$ cat config.mk
export PLATFORM = sky130hd
export DESIGN_NAME = sert_ctrl
export DESIGN_NICKNAME = d
export VERILOG_FILES = /design/src/hw/rtl/sert_pkg.sv /design/src/hw/rtl/sert_ctrl.sv
export SDC_FILE = /design/constraint.sdc
export NUM_CORES = 1
export LEC_CHECK = 0
export ABC_AREA = 1
export BUFFER_PORTS_ARGS = -buffer_cell sky130_fd_sc_hd__buf_2
export CORE_MARGIN = 8
export CORE_UTILIZATION = 56
export CTS_BUF_LIST = sky130_fd_sc_hd__clkbuf_4
export CTS_CLUSTER_SIZE = 28
export DETAILED_ROUTE_END_ITERATION = 6
export PLACE_DENSITY = 0.87
export SETUP_SLACK_MARGIN = 0.15
export SYNTH_ARGS = -nofsm -noshare
export SYNTH_HDL_FRONTEND = slang
export SYNTH_SLANG_ARGS = --single-unit
$ cat constraint.sdc
create_clock -name clk -period 1.4 [get_ports clk]
set_input_delay 0.28 -clock clk [delete_from_list [all_inputs] [get_ports clk]]
set_output_delay 0.28 -clock clk [all_outputs]
set_load 0.01 [all_outputs]
$ cat src/hw/rtl/sert_pkg.sv
// Shared types, constants and the exp2 factor table for the saturation-excess runoff step.
package sert_pkg;

  // Depth values are unsigned Q15.16 millimeters on 31 bits
  localparam int FRAC_BITS = 16;
  localparam int WF        = 30;

  typedef logic [30:0] depth_t;

  localparam depth_t      DEPTH_MAX = '1;
  localparam logic [16:0] EXP_ONE   = 17'd65536;

  // Register reset values
  localparam logic [15:0] SHAPE_RESET     = 16'd19661;
  localparam depth_t      MEAN_CAP_RESET  = 31'd7864320;
  localparam depth_t      UPPER_CAP_RESET = 31'd1310720;
  localparam depth_t      LOWER_CAP_RESET = 31'd5242880;
  localparam depth_t      DEEP_CAP_RESET  = 31'd1310720;
  localparam depth_t      MEAN_START_RESET  = 31'd0;
  localparam depth_t      UPPER_START_RESET = 31'd0;
  localparam depth_t      LOWER_START_RESET = 31'd0;

  // Configuration register indexes
  typedef enum logic [2:0] {
    REG_SHAPE_EXPONENT,
    REG_MEAN_CAPACITY,
    REG_UPPER_CAPACITY,
    REG_LOWER_CAPACITY,
    REG_DEEP_CAPACITY,
    REG_MEAN_STORAGE_START,
    REG_UPPER_START,
    REG_LOWER_START
  } reg_index_t;

  // Runoff case and soil stage codes
  localparam logic [1:0] CASE_NONE    = 2'd0;
  localparam logic [1:0] CASE_FULL    = 2'd1;
  localparam logic [1:0] CASE_PARTIAL = 2'd2;
  localparam logic [1:0] STAGE_UPPER  = 2'd0;
  localparam logic [1:0] STAGE_LOWER  = 2'd1;
  localparam logic [1:0] STAGE_DEEP   = 2'd2;

  // Beat payloads
  typedef struct packed {
    depth_t precipitation;
    depth_t evaporation;
  } in_item_t;

  typedef struct packed {
    depth_t     runoff;
    logic [1:0] runoff_case;
    logic       runoff_error;
    depth_t     mean_storage;
    depth_t     point_storage;
    depth_t     upper_water;
    depth_t     lower_water;
    depth_t     deep_water;
    logic [1:0] soil_stage;
  } out_item_t;

  // Configuration values seen by the datapath
  typedef struct packed {
    logic [15:0] shape;
    depth_t      mean_cap;
    depth_t      upper_cap;
    depth_t      lower_cap;
    depth_t      deep_cap;
  } cfg_regs_t;

  // State loads from configuration writes
  typedef struct packed {
    logic   load_mean;
    logic   load_upper;
    logic   load_lower;
    depth_t value;
  } state_load_t;

  // Datapath operations
  typedef enum logic [4:0] {
    OP_IDLE,
    OP_LOAD,
    OP_WMM,
    OP_INV_START,
    OP_DIV_STEP,
    OP_INV_DONE,
    OP_CASE,
    OP_RATIO_NET,
    OP_RATIO_MEAN,
    OP_POW_START,
    OP_LOG_STEP,
    OP_SCALE,
    OP_EXP_STEP,
    OP_POW_END,
    OP_PARTIAL,
    OP_UPDATE,
    OP_POINT,
    OP_RESULT
  } dp_op_t;

  typedef struct packed {
    dp_op_t op;
    logic   use_main_exp;
  } dp_cmd_t;

  typedef struct packed {
    logic last;
    logic partial;
  } dp_status_t;

  // Controller states
  typedef enum logic [4:0] {
    CS_IDLE,
    CS_WMM,
    CS_INV_START,
    CS_INV_DIV,
    CS_INV_DONE,
    CS_CASE,
    CS_NET_START,
    CS_MEAN_START,
    CS_RATIO_DIV,
    CS_POW_START,
    CS_LOG,
    CS_SCALE,
    CS_EXP,
    CS_POW_END,
    CS_PARTIAL,
    CS_UPDATE,
    CS_POINT,
    CS_RESULT
  } ctl_state_t;

  // Factors 2^(2^-i) in Q1.30, entry k used for fraction bit k (i = 30 - k)
  typedef logic [29:0][30:0] exp_table_t;

  function automatic logic [31:0] isqrt64(input logic [63:0] v);
    logic [63:0] rem_v;
    logic [63:0] res;
    logic [63:0] bit_v;
    rem_v = v;
    res   = '0;
    for (int k = 0; k < 32; k++) begin
      bit_v = 64'd1 << (62 - 2 * k);
      if (rem_v >= res + bit_v) begin
        rem_v = rem_v - (res + bit_v);
        res   = (res >> 1) + bit_v;
      end else begin
        res = res >> 1;
      end
    end
    return res[31:0];
  endfunction

  function automatic exp_table_t build_exp_table();
    logic [63:0] c;
    exp_table_t  t;
    c = 64'd1 << 31;
    t = '0;
    for (int i = 1; i <= WF; i++) begin
      c = {32'd0, isqrt64(c << WF)};
      t[WF - i] = c[30:0];
    end
    return t;
  endfunction

  localparam exp_table_t EXP_FACTOR = build_exp_table();

endpackage

$ cat src/hw/rtl/sert_ctrl.sv
// Controller: sequences the datapath through each step and the point storage recompute.
module sert_ctrl (
  input  logic                  clk,
  input  logic                  rst,
  input  logic                  in_valid,
  output logic                  in_stall,
  output logic                  out_valid,
  input  logic                  out_stall,
  input  logic                  recompute,
  input  sert_pkg::dp_status_t  status,
  output sert_pkg::dp_cmd_t     cmd
);

  sert_pkg::ctl_state_t state, state_next;
  logic mode_step, mode_step_next;
  logic sel_net, sel_net_next;
  logic pending, pending_next;
  logic out_valid_q, out_valid_next;
  logic out_free, accept;

  assign out_free = !out_valid_q || !out_stall;
  assign in_stall = !(state == sert_pkg::CS_IDLE && !pending);
  assign accept   = in_valid && !in_stall;

  // Next state
  always_comb begin
    state_next     = state;
    mode_step_next = mode_step;
    sel_net_next   = sel_net;
    unique case (state)
      sert_pkg::CS_IDLE: begin
        if (pending) begin
          state_next     = sert_pkg::CS_WMM;
          mode_step_next = 1'b0;
        end else if (in_valid) begin
          state_next     = sert_pkg::CS_WMM;
          mode_step_next = 1'b1;
        end
      end
      sert_pkg::CS_WMM:       state_next = sert_pkg::CS_INV_START;
      sert_pkg::CS_INV_START: state_next = sert_pkg::CS_INV_DIV;
      sert_pkg::CS_INV_DIV: begin
        if (status.last) state_next = sert_pkg::CS_INV_DONE;
      end
      sert_pkg::CS_INV_DONE: begin
        state_next = mode_step ? sert_pkg::CS_CASE : sert_pkg::CS_MEAN_START;
      end
      sert_pkg::CS_CASE: begin
        state_next = status.partial ? sert_pkg::CS_NET_START : sert_pkg::CS_UPDATE;
      end
      sert_pkg::CS_NET_START: begin
        state_next   = sert_pkg::CS_RATIO_DIV;
        sel_net_next = 1'b1;
      end
      sert_pkg::CS_MEAN_START: begin
        state_next   = sert_pkg::CS_RATIO_DIV;
        sel_net_next = 1'b0;
      end
      sert_pkg::CS_RATIO_DIV: begin
        if (status.last) state_next = sert_pkg::CS_POW_START;
      end
      sert_pkg::CS_POW_START: state_next = sert_pkg::CS_LOG;
      sert_pkg::CS_LOG: begin
        if (status.last) state_next = sert_pkg::CS_SCALE;
      end
      sert_pkg::CS_SCALE: state_next = sert_pkg::CS_EXP;
      sert_pkg::CS_EXP: begin
        if (status.last) state_next = sert_pkg::CS_POW_END;
      end
      sert_pkg::CS_POW_END: begin
        state_next = sel_net ? sert_pkg::CS_PARTIAL : sert_pkg::CS_POINT;
      end
      sert_pkg::CS_PARTIAL: state_next = sert_pkg::CS_UPDATE;
      sert_pkg::CS_UPDATE:  state_next = sert_pkg::CS_MEAN_START;
      sert_pkg::CS_POINT: begin
        state_next = mode_step ? sert_pkg::CS_RESULT : sert_pkg::CS_IDLE;
      end
      sert_pkg::CS_RESULT: begin
        if (out_free) state_next = sert_pkg::CS_IDLE;
      end
      default: state_next = sert_pkg::CS_IDLE;
    endcase
  end

  // Recompute request and result beat flag
  always_comb begin
    if (recompute) begin
      pending_next = 1'b1;
    end else if (state == sert_pkg::CS_IDLE) begin
      pending_next = 1'b0;
    end else begin
      pending_next = pending;
    end

    if (state == sert_pkg::CS_RESULT && out_free) begin
      out_valid_next = 1'b1;
    end else if (!out_stall) begin
      out_valid_next = 1'b0;
    end else begin
      out_valid_next = out_valid_q;
    end
  end

  // Datapath commands
  always_comb begin
    cmd.use_main_exp = sel_net;
    unique case (state)
      sert_pkg::CS_IDLE:       cmd.op = accept ? sert_pkg::OP_LOAD : sert_pkg::OP_IDLE;
      sert_pkg::CS_WMM:        cmd.op = sert_pkg::OP_WMM;
      sert_pkg::CS_INV_START:  cmd.op = sert_pkg::OP_INV_START;
      sert_pkg::CS_INV_DIV:    cmd.op = sert_pkg::OP_DIV_STEP;
      sert_pkg::CS_INV_DONE:   cmd.op = sert_pkg::OP_INV_DONE;
      sert_pkg::CS_CASE:       cmd.op = sert_pkg::OP_CASE;
      sert_pkg::CS_NET_START:  cmd.op = sert_pkg::OP_RATIO_NET;
      sert_pkg::CS_MEAN_START: cmd.op = sert_pkg::OP_RATIO_MEAN;
      sert_pkg::CS_RATIO_DIV:  cmd.op = sert_pkg::OP_DIV_STEP;
      sert_pkg::CS_POW_START:  cmd.op = sert_pkg::OP_POW_START;
      sert_pkg::CS_LOG:        cmd.op = sert_pkg::OP_LOG_STEP;
      sert_pkg::CS_SCALE:      cmd.op = sert_pkg::OP_SCALE;
      sert_pkg::CS_EXP:        cmd.op = sert_pkg::OP_EXP_STEP;
      sert_pkg::CS_POW_END:    cmd.op = sert_pkg::OP_POW_END;
      sert_pkg::CS_PARTIAL:    cmd.op = sert_pkg::OP_PARTIAL;
      sert_pkg::CS_UPDATE:     cmd.op = sert_pkg::OP_UPDATE;
      sert_pkg::CS_POINT:      cmd.op = sert_pkg::OP_POINT;
      sert_pkg::CS_RESULT:     cmd.op = out_free ? sert_pkg::OP_RESULT : sert_pkg::OP_IDLE;
      default:                 cmd.op = sert_pkg::OP_IDLE;
    endcase
  end

  // State registers
  always_ff @(posedge clk) begin
    if (rst) begin
      state       <= sert_pkg::CS_IDLE;
      mode_step   <= 1'b0;
      sel_net     <= 1'b0;
      pending     <= 1'b1;
      out_valid_q <= 1'b0;
    end else begin
      state       <= state_next;
      mode_step   <= mode_step_next;
      sel_net     <= sel_net_next;
      pending     <= pending_next;
      out_valid_q <= out_valid_next;
    end
  end

  assign out_valid = out_valid_q;

endmodule

==> results of run 1 <==
-- what timing repair did --
action	in CTS
setup endpoints to repair	11
setup buffers	10
gates resized for setup	23
pin swaps	8
hold buffers	0
-- metrics by stage --
step	setup TNS, ns	setup WS [ns]	instance area (µm²)
after CTS	-1.92	-0.285	1250
after detailed placement	-0.111	-0.0520	1070
after global placement	-0.0216	-0.00892	1070
after floorplan	0	0.152	840
-- synthesized netlist by cell type --
library cell / n / area share [%]
sky130_fd_sc_hd__nor2_4: 1 / 1.4
sky130_fd_sc_hd__or2_2: 1 / 0.79
sky130_fd_sc_hd__nand3_1: 16 / 10
sky130_fd_sc_hd__nor2_2: 11 / 8.7
sky130_fd_sc_hd__a21oi_2: 1 / 1.1
sky130_fd_sc_hd__nand4_1: 3 / 2.4
sky130_fd_sc_hd__nand2_2: 3 / 2.4
sky130_fd_sc_hd__a211oi_1: 1 / 0.95
sky130_fd_sc_hd__inv_2: 5 / 2.4
sky130_fd_sc_hd__dfxtp_1: 9 / 23
sky130_fd_sc_hd__o211ai_1: 2 / 1.9
sky130_fd_sc_hd__nand3_2: 3 / 3.8
sky130_fd_sc_hd__o22ai_1: 1 / 0.79
sky130_fd_sc_hd__a31oi_1: 1 / 0.79
sky130_fd_sc_hd__inv_1: 14 / 6.6
sky130_fd_sc_hd__nor2_1: 17 / 8.1
sky130_fd_sc_hd__o21ai_0: 6 / 3.8
sky130_fd_sc_hd__a21oi_1: 7 / 4.4
sky130_fd_sc_hd__nand2_1: 25 / 12
sky130_fd_sc_hd__buf_4: 1 / 0.95
sky130_fd_sc_hd__o221ai_1: 1 / 1.1
sky130_fd_sc_hd__buf_6: 2 / 2.8
-- logic make-up after synthesis --
kind of cell           share of synthesized area, %
DFF                                            22.8
buffers and inverters                          12.8
AOI/OAI and AO/OA                              14.9
and+or+nand+nor                                49.5
==> summary.md, run 1 <==
The HPWL after detailed placement is 2.08 mm. The maximum level of the CTS H-tree is 1. The first error in the log reads "[ERROR DPL-0038] Utilization greater than 100%, impossible to legalize". The congestion estimate from routability-driven global placement came to 1.05. The flow did not finish. The synthesized flop and latch total came out at 9. In this run the clock root is driven by a sky130_fd_sc_hd__clkbuf_4. For this design the top-level I/O count stands at 15. Entering global routing, the biggest net connects 10 pins. The Yosys warning count is 0, and the die outline height is 53.6 µm. After the last repair the worst path ends at a top-level output. A synthesized cell averages 6.04 µm². The number of instances in the synthesized netlist was 131; the width of the die was 53.6 µm. Clock tree synthesis inserted a total of 3 buffers.

For the number of sinks driven by the clock tree, the log shows 9. Failing step: global routing. Port buffering added 14 buffers. In this run the cell area of the synthesized design comes to 791 µm². After synthesis, the netlist uses 22 different library cells. The share of the Yosys chip area taken by registers is 22.8%.

Counting along the longest clock path gives a buffer depth of 2. The tools report the endpoint with the least setup slack after the last repair as cmd[1]. The number of nets handed over by synthesis was 138.

For this configuration, the core starts out at a cell density of 60.0%. Counting tap cells, the placed design contains a total of 177 instances. The floorplan has 13 rows.
==> run 2, diff against run 1 <==
==> config.mk (replaced) <==
export PLATFORM = sky130hd
export DESIGN_NAME = sert_ctrl
export DESIGN_NICKNAME = d
export VERILOG_FILES = /design/src/hw/rtl/sert_pkg.sv /design/src/hw/rtl/sert_ctrl.sv
export SDC_FILE = /design/constraint.sdc
export NUM_CORES = 1
export LEC_CHECK = 0
export ABC_AREA = 1
export BUFFER_PORTS_ARGS = -buffer_cell sky130_fd_sc_hd__buf_2
export CORE_AREA = 8 8 69 71
export DETAILED_ROUTE_END_ITERATION = 6
export DIE_AREA = 0 0 77 79
export PLACE_DENSITY_LB_ADDON = 0.15
export SYNTH_ARGS = -nofsm -noshare
export SYNTH_HDL_FRONTEND = slang
export SYNTH_SLANG_ARGS = --single-unit
==> run 2 against run 1 <==
Effect of this change: the flow now finishes, with violations (negative setup slack); synthesized cell count unchanged; synthesized area unchanged.
==> summary.md, run 2 <==
The flow ran to the end, but the final reports show violations. The final reports fail on negative setup slack. The clock insertion delay at the later pin of the skew report came out at 0.24 ns. The library cells used most frequently in the layout, excluding fill and tap cells, are 30 x sky130_fd_sc_hd__buf_4, 21 x sky130_fd_sc_hd__nand2_1, 14 x sky130_fd_sc_hd__buf_2.

The run gives 0 as the final number of hold-violating endpoints. Main area contributors after synthesis: sky130_fd_sc_hd__dfxtp_1 23%, sky130_fd_sc_hd__nand2_1 12%, sky130_fd_sc_hd__nand3_1 10%, sky130_fd_sc_hd__nor2_2 8.7%, sky130_fd_sc_hd__nor2_1 8.1% (unchanged). Clock skew on the completed layout was measured at 0.00294 ns. The kind of critical path is reg -> out. For this block, the via count after detailed routing is 1098. The number of I/O pins is 15 (unchanged), and the core area is 3800 µm².

The overall power after layout was 2.24 mW; the number of flops mapped to enable cells by yosys was 0 (unchanged). Dominant synthesized flop cell: sky130_fd_sc_hd__dfxtp_1 (unchanged). The synthesized flop and latch total was 9 (unchanged). The path class of the tightest hold or removal check is in -> reg. The sequential fraction of the synthesis area came out at 22.8% (unchanged). Max-cap violations in this run came to 0.

IR analysis of the VDD net gives a maximum drop of 0.000631 V. Entering global routing, the biggest net connects 9 pins. The run gives 9 (unchanged) as the number of sinks driven by the clock tree. Derived from the worst setup path, the maximum achievable clock frequency is 583 MHz.

The number of nets in the finished design is 194, and the number of instances in the synthesized netlist is 131 (unchanged). At the worst endpoint, the required time is 1.12 ns. The first routing iteration left 44 violations. Once layout is done, the placed cells without fillers occupy 1450 µm².

The post-placement worst setup slack is -0.174 ns (was -0.0520 ns), and the die outline height is 79 µm (was 53.6 µm). The register containing the most flip-flops in the final layout is state. After global routing the overflow that remains totals 0.

STA classifies the critical path endpoint as a primary output. The top cell type's share of synthesized area is 22.8% (unchanged). Leaving out fill and tap cells, the most frequent cell in the layout is sky130_fd_sc_hd__buf_4. The most repeated cell in the gate-level netlist after synthesis is sky130_fd_sc_hd__nand2_1 (unchanged). The logs give 0 for the remaining number of nets flagged by the antenna check after routing and 3 (unchanged) for the number of buffers created by CTS.

The initial antenna violation count is 0. The cell type with the largest total area after synthesis was sky130_fd_sc_hd__dfxtp_1 (unchanged). Area enclosed by the die boundary: 6080 µm². The instance area at placement was 1100 µm² (was 1070 µm²).

The starting density of the core came out at 20.8% (was 60.0%). The run gives 0 as the number of pins exceeding their max-slew limit in the final report. Ranking of synthesized cells by instance count: 25 x sky130_fd_sc_hd__nand2_1, 17 x sky130_fd_sc_hd__nor2_1, 16 x sky130_fd_sc_hd__nand3_1 (unchanged). For this design the static power due to leakage is 0.701 nW. The number of vias per cell after detailed routing works out to 4.65. The number of input and output port buffers inserted came out at 14 (unchanged).

TritonCTS built the clock tree. The post-route netlist has 60.2% of its cells at a drive strength greater than 1. Setup repair after global routing could not meet its margin everywhere. STA classifies the critical path startpoint as a flip-flop. The worst pin sits at a relative slew slack of 80.5%. The HPWL after detailed placement was 2.34 mm (was 2.08 mm); the post-synthesis cell area was 791 µm² (unchanged).

Dividing total power by cell area gives a power density of 1550 nW/µm². The slew at the pin closest to its max-slew limit was 0.291 ns. The setup slack of the critical path after layout was -0.315 ns; the count of TritonRoute iterations in the first routing pass was 4.

The tools report the number of design rule violations left after detail routing as 0. The mean instance size in the synthesized netlist came out at 6.04 µm² (unchanged). The logs give 0 (unchanged) for the Yosys warning count and 11.0% for the combined global-route utilization of all metal layers. In this run the worst path has a maximum fanout of 5.

The number of fillers in the final layout is 417. The final layout contains routed wiring with a total length of 3.29 mm. At the worst endpoint, the arrival time is 1.44 ns. Maximum count of clock buffers along a single path: 2 (unchanged). The cell count after placement is 220 (was 177).

The tools report the worst hold slack after final layout as 0.251 ns. After clock tree synthesis, the clock-pin slew on the worst setup and hold paths is 0.05 ns. The final-layout setup total negative slack was -1.45 ns; the area growth from synthesis to final layout was 83.2%. The number of global-route vias before repair is 1166. Number of endpoints failing setup at the final stage: 9.

The first global-routing pass estimated 5.40 mm of wire. The run gives 0.892 (was 1.05) as the placer's final routability congestion estimate. After layout, the worst path uses 123% of the clock period. Number of cell rows: 23 (was 13).

The maximum level of the CTS H-tree came out at 1 (unchanged). Root cell of the clock tree: sky130_fd_sc_hd__clkbuf_8 (was sky130_fd_sc_hd__clkbuf_4). Minimum clock period after layout: 1.72 ns. The logs give 0 (unchanged) for the count of hold buffers inserted by post-cts repair and 22 (unchanged) for the number of library cell types mapped by synthesis. The post-route non-filler standard cell count came out at 236. The number of antenna diodes in the final layout is 0. The utilization after layout is 38.1%, and the share of async-settable or async-resettable flops after synthesis is 0% (unchanged). In the final routed layout, each cell accounts on average for 13.9 µm. The width of the die works out to 77 µm (was 53.6 µm). For the number of nets produced by synthesis, the log shows 138 (unchanged). The register with the most flip-flops in the layout has 5 of them.
run 2: cell type report:
class                      instances  area (µm²)  area share, %
timing repair buffer              54         408           28.2
sequential                         9         199           13.7
clock buffer                       4        45.0           3.11
inverter                          19        81.3           5.61
multi-input combinational        100         653           45.1
tap                               50        62.6           4.32
run 2: where the power goes:
group          total [mW]  switching [mW]  internal, mW
registers           0.447           0.120         0.327
logic                1.48           0.778         0.703
clock network       0.313           0.113         0.199
run 2: worst paths after layout:
path / depth (start not counted) / startpoint / to / slack (ns)
worst max-delay path: 6 / state[1]$_SDFFE_PP0P_ / cmd[4] / -0.32
worst min-delay path: 3 / recompute / pending$_SDFFE_PP1P_ / 0.25
worst max register to register: 10 / state[4]$_SDFFE_PP0P_ / state[2]$_SDFFE_PP0P_ / -0.05
worst min register to register: 2 / mode_step$_SDFFE_PP0P_ / mode_step$_SDFFE_PP0P_ / 0.52
run 2: what timing repair did:
action                                 4_1_cts  5_1_grt
pin swaps                                   11       12
buffers inserted                            12        3
setup endpoints to repair                   11       11
endpoints found under the hold margin        0        0
resized for setup                           42       21
run 2: kinds of logic (layout without fill, tap and decap cells):
family	count (synthesis)	after routing	share of synthesized area, %
and+or+nand+nor	80	80	49.5
AOI/OAI and AO/OA	20	20	14.9
DFF	9	9	22.8
buffers and inverters	22	77	12.8
run 2: worst max-delay path, stage by stage, from the launching register on:
cell,delay (ns)
sky130_fd_sc_hd__dfxtp_4,0.39
sky130_fd_sc_hd__inv_4,0.05
sky130_fd_sc_hd__nand2_2,0.11
sky130_fd_sc_hd__nor2_2,0.07
sky130_fd_sc_hd__a31oi_1,0.26
sky130_fd_sc_hd__o221ai_2,0.16
sky130_fd_sc_hd__buf_2,0.16
run 2: routing by layer:
| layer | vias up | GRT usage (%) | wire, µm |
|---|---|---|---|
| met1 | 512 | 11.9 | 1410 |
| met5 | - | 0 | 0 |
| li1 | 541 | - | - |
| met4 | 0 | 6.23 | 119 |
| met3 | 12 | 2.14 | 113 |
| met2 | 33 | 19.8 | 1650 |
Note: power is estimated with default switching activity, not from simulation.
==> run 3, diff against run 2 <==
--- a/config.mk
+++ b/config.mk
@@ -10,7 +10,9 @@
 export CORE_AREA = 8 8 69 71
 export DETAILED_ROUTE_END_ITERATION = 6
 export DIE_AREA = 0 0 77 79
+export MAX_ROUTING_LAYER = met4
 export PLACE_DENSITY_LB_ADDON = 0.15
+export SKIP_CTS_REPAIR_TIMING = 1
 export SYNTH_ARGS = -nofsm -noshare
 export SYNTH_HDL_FRONTEND = slang
 export SYNTH_SLANG_ARGS = --single-unit
==> run 3 against run 2 <==
Effect of this change: the run still ends with negative setup slack left; core utilization is 3.3 points lower; via count is 5.5% lower; setup slack better by 0.038 ns; global-route usage is 1.2 points lower; first-iteration DRC count is 16% lower; sequential cell count stayed put; total power is 4.6% lower; sequential share of layout area is 1.3 points higher; non-clock buffer count is 7 lower.
==> summary.md, run 3 (synthesis results as in run 2) <==
Register containing the most flip-flops in the final layout: state (unchanged). Class of the tightest hold or removal check: in -> reg (unchanged). The startpoint of the most critical hold path was recompute (unchanged). The area growth from synthesis to final layout is 67.6% (was 83.2%), and the setup slack of the critical path after layout is -0.277 ns (was -0.315 ns).

The core area came out at 3800 µm² (unchanged). The instance count along the most critical hold path was 3 (unchanged). The number of buffers created by CTS was 3 (unchanged); the detailed-route via count was 1038 (was 1098). The tools report the worst setup path startpoint as state[4]$_SDFFE_PP0P_ (was state[1]$_SDFFE_PP0P_).

The logs give 187 (was 194) for the number of nets in the finished design and 4.52 mm (was 5.40 mm) for the global-route wire length before repair. The clock skew after layout is 0.00367 ns (was 0.00294 ns), and the number of flip-flops under the largest register name is 5 (unchanged). The run gives 435 (was 417) as the number of fillers in the final layout. The number of pins exceeding their max-slew limit in the final report came out at 0 (unchanged). Kind of capture point of the worst setup path: a primary output (unchanged). The worst path arrival time is 1.40 ns (was 1.44 ns), and the maximum count of clock buffers along a single path is 2 (unchanged). The global routing met1 resource utilization is 10.7% (was 11.9%).

The run gives 0 (unchanged) as the max capacitance violation total. The root cell of the clock tree is sky130_fd_sc_hd__clkbuf_8 (unchanged). The multi-input logic area is 607 µm² (was 653 µm²), and the max-slew headroom at the worst pin is 84.1% (was 80.5%).

The clock insertion delay at the later pin of the skew report was 0.24 ns (about the same). The static power due to leakage came out at 0.657 nW (was 0.701 nW). The number of endpoints failing setup at the final stage was 8 (was 9); the final number of hold-violating endpoints was 0 (unchanged).

The startpoint kind of the worst setup timing path is a flip-flop (unchanged). The most used routing layer was met2 (unchanged). For the count of TritonRoute iterations in the first routing pass, the log shows 4 (unchanged). The number of cell rows is 23 (unchanged).

Setup repair after global routing could not meet its margin everywhere. The total inserted antenna cells is 0 (unchanged). The upper clock frequency limit was 596 MHz (was 583 MHz); the slew at the pin closest to its max-slew limit was 0.239 ns (was 0.291 ns). For the total wirelength of the detailed-routed design, the log shows 3.02 mm (was 3.29 mm).

The average detailed-routed wire length per instance works out to 13.2 µm (was 13.9 µm). The final design instance area without fill is 1330 µm² (was 1450 µm²). The power density normalized to cell area came out at 1610 nW/µm² (was 1550 nW/µm²). The length in cells of the worst reg-to-reg path was 8 (was 10). The combined global-route utilization of all metal layers was 9.85% (was 11.0%). Width of the die: 77 µm (unchanged). The run gives 9 (unchanged) as the pin count of the biggest net entering global routing.

The run gives 16.1% (was 19.8%) as the met2 track utilization from global routing. The startpoint of the worst-slack reg-to-reg timing path is state[1]$_SDFFE_PP0P_ (was state[4]$_SDFFE_PP0P_). The maximum VDD drop was 0.000745 V (was 0.000631 V); the starting density of the core was 20.8% (unchanged). The number of input and output port buffers inserted works out to 14 (unchanged). Violated checks: negative setup slack (unchanged). The largest fanout on the critical path was 6 (was 5); the number of I/O pins was 15 (unchanged). The aggregate global routing overflow came out at 0 (unchanged). The tools report the remaining number of nets flagged by the antenna check after routing as 0 (unchanged).

The number of vias per cell after detailed routing is 4.53 (was 4.65), and the layout cell share with drive strength beyond 1 is 54.2% (was 60.2%). The logs give 0 (unchanged) for the number of design rule violations left after detail routing and 199 µm² (unchanged) for the sequential cell area. TritonCTS built the clock tree.

The run finished, with violations left. The initial antenna violation count is 0 (unchanged), and the clock transition at the registers of the reported paths is 0.05 ns (about the same). The run gives 9 (unchanged) as the number of sinks driven by the clock tree. The most common cell after layout, fill and taps aside is sky130_fd_sc_hd__buf_4 (unchanged). Worst hold slack after final layout: 0.233 ns (was 0.251 ns). The post-placement worst setup slack is -0.196 ns (was -0.174 ns). The number of global-route vias before repair is 1011 (was 1166), and the minimum clock period after layout is 1.68 ns (was 1.72 ns). Most frequent cells in the layout: 29 x sky130_fd_sc_hd__buf_4, 22 x sky130_fd_sc_hd__nand2_1, 14 x sky130_fd_sc_hd__buf_2 (was 30 x sky130_fd_sc_hd__buf_4, 21 x sky130_fd_sc_hd__nand2_1, 14 x sky130_fd_sc_hd__buf_2).

The final critical-path share of the clock period is 120% (was 123%). HPWL after detailed placement: 2.39 mm (was 2.34 mm). The run gives 1.58% (was 2.14%) as the met3 usage. The instance area at placement was 1110 µm² (was 1100 µm²). The tools report the DRC violation total after the first TritonRoute iteration as 37 (was 44). The kind of critical path is reg -> out (unchanged). The maximum level of the CTS H-tree was 1 (unchanged); the die outline height was 79 µm (unchanged). Placer's final routability congestion estimate: 0.910 (was 0.892). The area enclosed by the die boundary was 6080 µm² (unchanged). The required time of the worst setup path came out at 1.12 ns (about the same).
run 3: final cells by class:
type                    instances  area share [%]
repair buffers                 47            25.1
well taps                      50            4.72
inverters                      19            5.95
multi-input cells             100            45.8
clock buffers                   4            3.40
flip-flops and latches          9            15.0
run 3: final timing paths:
check                           slack [ns]                endpoint
worst max-delay path                 -0.28                  cmd[1]
worst min-delay path                  0.23    pending$_SDFFE_PP1P_
worst max register to register       -0.03   state[2]$_SDFFE_PP0P_
worst min register to register        0.51  mode_step$_SDFFE_PP0P_
run 3: power by group:
group / total (mW) / internal (mW) / switching (mW) / leakage, nW
sequential: 0.427 / 0.326 / 0.101 / 0.0769
clock: 0.318 / 0.200 / 0.119 / 0.0228
combinational: 1.39 / 0.669 / 0.722 / 0.557
run 3: worst max-delay path: stages, from the launching register on:
cell                       delay [ns]
sky130_fd_sc_hd__dfxtp_4         0.43
sky130_fd_sc_hd__nor2_4          0.06
sky130_fd_sc_hd__nand2_2         0.08
sky130_fd_sc_hd__inv_2           0.05
sky130_fd_sc_hd__a211oi_2        0.25
sky130_fd_sc_hd__nand4_1         0.12
sky130_fd_sc_hd__buf_2           0.16
run 3: through the flow:
step	utilization (%)	setup TNS [ns]	std cells	power [mW]
floorplan	-	0	131	1.00
global placement	29.2	-1.03	221	1.55
detailed placement	29.2	-0.909	221	1.54
CTS	30.4	-2.60	225	1.87
global route	34.9	-2.15	229	2.28
finish	34.9	-1.41	229	2.14
run 3: metal layers:
metal  vias to the layer above  share of wire (%)
li1                        526                  -
met1                       471                 43
met2                        30                 50
met3                        11                2.5
met4                         0                4.0
met5                         -                  0
==> run 4, diff against run 3 <==
--- a/config.mk
+++ b/config.mk
@@ -5,11 +5,12 @@
 export SDC_FILE = /design/constraint.sdc
 export NUM_CORES = 1
 export LEC_CHECK = 0
-export ABC_AREA = 1
 export BUFFER_PORTS_ARGS = -buffer_cell sky130_fd_sc_hd__buf_2
 export CORE_AREA = 8 8 69 71
 export DETAILED_ROUTE_END_ITERATION = 6
 export DIE_AREA = 0 0 77 79
+export GPL_ROUTABILITY_DRIVEN = 0
+export GPL_TIMING_DRIVEN = 0
 export MAX_ROUTING_LAYER = met4
 export PLACE_DENSITY_LB_ADDON = 0.15
 export SKIP_CTS_REPAIR_TIMING = 1
==> run 4 against run 3 <==
Effect of this change: the run still ends with negative setup slack left; wire length fell by 12%; critical endpoint unchanged; maximum frequency is 20% lower; setup slack lost 0.43 ns; synthesized area decreased by 5.9%; global-route usage is 2.3 points lower; total power fell by 5.0%; critical path depth fell by 1; cell count decreased by 19%; non-clock buffer count down 8; worst hold slack lost 0.011 ns; die area unchanged.
==> summary.md, run 4 <==
The max-slew headroom at the worst pin is 65.8% (was 84.1%), and the area enclosed by the die boundary is 6080 µm² (unchanged). The tools report the maximum count of clock buffers along a single path as 2 (unchanged). The tools report the aggregate global routing overflow as 0 (unchanged). The tools report the combined global-route utilization of all metal layers as 7.51% (was 9.85%).

The largest stage delay on the critical path was 0.50 ns (was 0.43 ns). The tools report the required time of the worst setup path as 1.12 ns (about the same). The total wirelength of the detailed-routed design is 2.65 mm (was 3.02 mm). Main area contributors after synthesis: sky130_fd_sc_hd__dfxtp_1 24%, sky130_fd_sc_hd__a21oi_1 6.1%, sky130_fd_sc_hd__nor2_1 5.5%, sky130_fd_sc_hd__o21ai_0 4.7%, sky130_fd_sc_hd__clkbuf_1 4.5% (was sky130_fd_sc_hd__dfxtp_1 23%, sky130_fd_sc_hd__nand2_1 12%, sky130_fd_sc_hd__nand3_1 10%, sky130_fd_sc_hd__nor2_2 8.7%, sky130_fd_sc_hd__nor2_1 8.1%). Class of the tightest hold or removal check: in -> reg (unchanged). The tools report the clock insertion delay at the later pin of the skew report as 0.24 ns (about the same). The overall power after layout was 2.03 mW (was 2.14 mW); the number of instances in the synthesized netlist was 104 (was 131). Number of nets produced by synthesis: 111 (was 138). The run gives 0 (unchanged) as the total inserted antenna cells.

Most common cell after layout, fill and taps aside: sky130_fd_sc_hd__buf_2 (was sky130_fd_sc_hd__buf_4). Dominant synthesized flop cell: sky130_fd_sc_hd__dfxtp_1 (unchanged). Number of I/O pins: 15 (unchanged). Violated checks: negative setup slack (unchanged).

Cell family with the largest share of critical-path delay: simple AND/OR/NAND/NOR gates (was flip-flops). The instance area at placement was 887 µm² (was 1110 µm²); the area growth from synthesis to final layout was 57.0% (was 67.6%). Layout cell share with drive strength beyond 1: 44.1% (was 54.2%).

The logs give 3 (unchanged) for the number of buffers created by CTS and 0 (unchanged) for the Yosys warning count. The tools report the number of nets in the finished design as 144 (was 187). Ranking of synthesized cells by instance count: 11 x sky130_fd_sc_hd__nor2_1, 9 x sky130_fd_sc_hd__a21oi_1, 9 x sky130_fd_sc_hd__clkbuf_1, 9 x sky130_fd_sc_hd__dfxtp_1, 7 x sky130_fd_sc_hd__o21ai_0 (was 25 x sky130_fd_sc_hd__nand2_1, 17 x sky130_fd_sc_hd__nor2_1, 16 x sky130_fd_sc_hd__nand3_1). The number of vias per cell after detailed routing is 4.85 (was 4.53), and the largest fanout on the critical path is 4 (was 6).

Most repeated cell in the gate-level netlist after synthesis: sky130_fd_sc_hd__nor2_1 (was sky130_fd_sc_hd__nand2_1). The synthesized flop and latch total was 9 (unchanged). Die outline height: 79 µm (unchanged). The tools report the kind of capture point of the worst setup path as a primary output (unchanged).

The final critical-path share of the clock period was 150% (was 120%). Global-route wire length before repair: 3.71 mm (was 4.52 mm). The number of endpoints failing setup at the final stage came out at 11 (was 8). Number of flops mapped to enable cells by yosys: 0 (unchanged).

Startpoint of the worst-slack reg-to-reg timing path: state[2]$_SDFFE_PP0P_ (was state[1]$_SDFFE_PP0P_). The final number of hold-violating endpoints is 0 (unchanged), and the minimum clock period after layout is 2.11 ns (was 1.68 ns). The setup slack of the critical path after layout is -0.705 ns (was -0.277 ns), and the top cell type's share of synthesized area is 24.2% (was 22.8%). The sequential cell area came out at 191 µm² (was 199 µm²). The max capacitance violation total is 0 (unchanged), and the static power due to leakage is 0.478 nW (was 0.657 nW). The number of fillers in the final layout is 420 (was 435). The number of global-route vias before repair came out at 777 (was 1011). The detailed-route via count was 902 (was 1038); the starting density of the core was 19.6% (was 20.8%). The maximum VDD drop is 0.000386 V (was 0.000745 V), and the length in cells of the worst reg-to-reg path is 6 (was 8). Ordered list of cells on the worst path: buf_6 -> or4_4 -> or3_4 -> o211ai_1 -> buf_2 (was nor2_4 -> nand2_2 -> inv_2 -> a211oi_2 -> nand4_1 -> buf_2). TritonCTS built the clock tree. The combined buffer and inverter count along the critical path works out to 2 (unchanged). Setup repair after global routing could not meet its margin everywhere.

Hold path endpoint: pending$_SDFFE_PP1P_ (unchanged). Remaining number of nets flagged by the antenna check after routing: 0 (unchanged). The tools report the HPWL after detailed placement as 1.67 mm (was 2.39 mm).

The number of design rule violations left after detail routing is 0 (unchanged), and the core area is 3800 µm² (unchanged). Most frequent cells in the layout: 14 x sky130_fd_sc_hd__buf_2, 12 x sky130_fd_sc_hd__buf_4, 10 x sky130_fd_sc_hd__buf_6 (was 29 x sky130_fd_sc_hd__buf_4, 22 x sky130_fd_sc_hd__nand2_1, 14 x sky130_fd_sc_hd__buf_2). The tools report the startpoint kind of the worst setup timing path as a flip-flop (unchanged). The standard cell with the maximum stage delay on the critical path is sky130_fd_sc_hd__or4_4 (was sky130_fd_sc_hd__dfxtp_4). The flow ran to the end, but the final reports show violations. The average detailed-routed wire length per instance is 14.3 µm (was 13.2 µm). Initial antenna violation count: 0 (unchanged). The tools report the endpoint of the worst-slack reg-to-reg timing path as state[1]$_SDFFE_PP0P_ (was state[2]$_SDFFE_PP0P_).

For the number of sinks driven by the clock tree, the log shows 9 (unchanged). The pin count of the biggest net entering global routing was 11 (was 9); the count of TritonRoute iterations in the first routing pass was 4 (unchanged). The number of pins exceeding their max-slew limit in the final report is 0 (unchanged), and the upper clock frequency limit is 475 MHz (was 596 MHz). The maximum level of the CTS H-tree is 1 (unchanged). The cell type with the largest total area after synthesis is sky130_fd_sc_hd__dfxtp_1 (unchanged). The run gives 24.2% (was 22.8%) as the sequential fraction of the synthesis area. The register containing the most flip-flops in the final layout was state (unchanged). The mean instance size in the synthesized netlist was 7.16 µm² (was 6.04 µm²); the clock skew after layout was 0.0110 ns (was 0.00367 ns).

The number of flip-flops under the largest register name came out at 5 (unchanged). The slew at the pin closest to its max-slew limit is 0.512 ns (was 0.239 ns). The startpoint of the most critical hold path was recompute (unchanged). The clock transition at the registers of the reported paths was 0.05 ns (about the same).

The run gives 744 µm² (was 791 µm²) as the post-synthesis cell area. The logs give 35 (was 22) for the number of library cell types mapped by synthesis and 1170 µm² (was 1330 µm²) for the final design instance area without fill. The instance count along the most critical hold path is 3 (unchanged), and the number of input and output port buffers inserted is 14 (unchanged).

For the reg-to-reg setup timing slack, the log shows -0.54 ns (was -0.03 ns). The kind of critical path is reg -> out (unchanged). The logs give 23 (unchanged) for the number of cell rows and 117 (was 37) for the DRC violation total after the first TritonRoute iteration. The multi-input logic area came out at 562 µm² (was 607 µm²).

The root cell of the clock tree was sky130_fd_sc_hd__clkbuf_8 (unchanged). The width of the die came out at 77 µm (unchanged). The worst path arrival time is 1.83 ns (was 1.40 ns). The share of async-settable or async-resettable flops after synthesis was 0% (unchanged); the power density normalized to cell area was 1740 nW/µm² (was 1610 nW/µm²).
run 4: cell types whose count changed after synthesis, moves of 5 or more:
cell and delta:
sky130_fd_sc_hd__inv_2 -5, sky130_fd_sc_hd__nand2b_1 +5, sky130_fd_sc_hd__nor2_2 -11, sky130_fd_sc_hd__clkbuf_1 +9
sky130_fd_sc_hd__nand2_1 -19, sky130_fd_sc_hd__nor2b_1 +5, sky130_fd_sc_hd__nor2_1 -6, sky130_fd_sc_hd__inv_1 -12
sky130_fd_sc_hd__nand3_1 -12
run 4: cell families after synthesis:
kind of cell / Yosys count / share of synthesized area, %
simple gates: 46 / 35.1
compound gates: 33 / 28.7
buf+inv: 13 / 8.07
flops: 9 / 24.2
mux: 2 / 2.69
xor+xnor: 1 / 1.18
run 4: area by class of cell:
cell class / instances / area share [%]
clock buffer: 3 / 3.53
buffer: 11 / 9.31
timing repair buffer: 28 / 16.3
tap: 50 / 5.35
sequential: 9 / 16.4
clock inverter: 1 / 0.428
inverter: 2 / 0.642
multi-input combinational: 82 / 48.1
run 4: through the flow:
step / util, % / hold slack (ns) / TNS [ns] / cells / worst slack [ns]
finish: 30.8 / 0.222 / -3.88 / 186 / -0.705
global route: 30.8 / 0.235 / -4.47 / 186 / -0.745
CTS: 24.6 / 0.224 / -4.63 / 172 / -0.806
detailed placement: 23.4 / 0.461 / -2.98 / 168 / -0.549
global placement: 23.4 / 0.463 / -3.14 / 168 / -0.557
floorplan: - / 0.372 / -1.67 / 104 / -0.468
run 4: power by group:
part / switching [mW] / internal [mW]
clock: 0.115 / 0.195
combinational: 0.635 / 0.702
sequential: 0.0639 / 0.318
run 4: worst reg2reg max path, stage by stage, from the launching register on:
cell and delay (ns):
sky130_fd_sc_hd__dfxtp_2 0.31, sky130_fd_sc_hd__buf_6 0.11, sky130_fd_sc_hd__or4_4 0.50, sky130_fd_sc_hd__or3_4 0.35, sky130_fd_sc_hd__buf_4 0.15, sky130_fd_sc_hd__o211ai_4 0.22
sky130_fd_sc_hd__mux2i_1 0.22
run 4: worst max-delay path by stage:
stage	from	slack, ns	depth (start not counted)	to
floorplan	state[2]$_SDFFE_PP0P_	-0.47	4	cmd[1]
global placement	state[2]$_SDFFE_PP0P_	-0.56	5	cmd[1]
detailed placement	state[2]$_SDFFE_PP0P_	-0.55	5	cmd[1]
CTS	state[2]$_SDFFE_PP0P_	-0.81	5	cmd[1]
global route	state[2]$_SDFFE_PP0P_	-0.75	5	cmd[1]
finish	state[2]$_SDFFE_PP0P_	-0.71	5	cmd[1]
run 4: metal layers:
metal / GRT usage (%) / routed length (µm) / vias to the layer above
li1: - / - / 438
met1: 8.89 / 1140 / 428
met2: 12.0 / 1350 / 32
met3: 1.69 / 112 / 4
met4: 3.40 / 48 / 0
met5: - / 0 / -
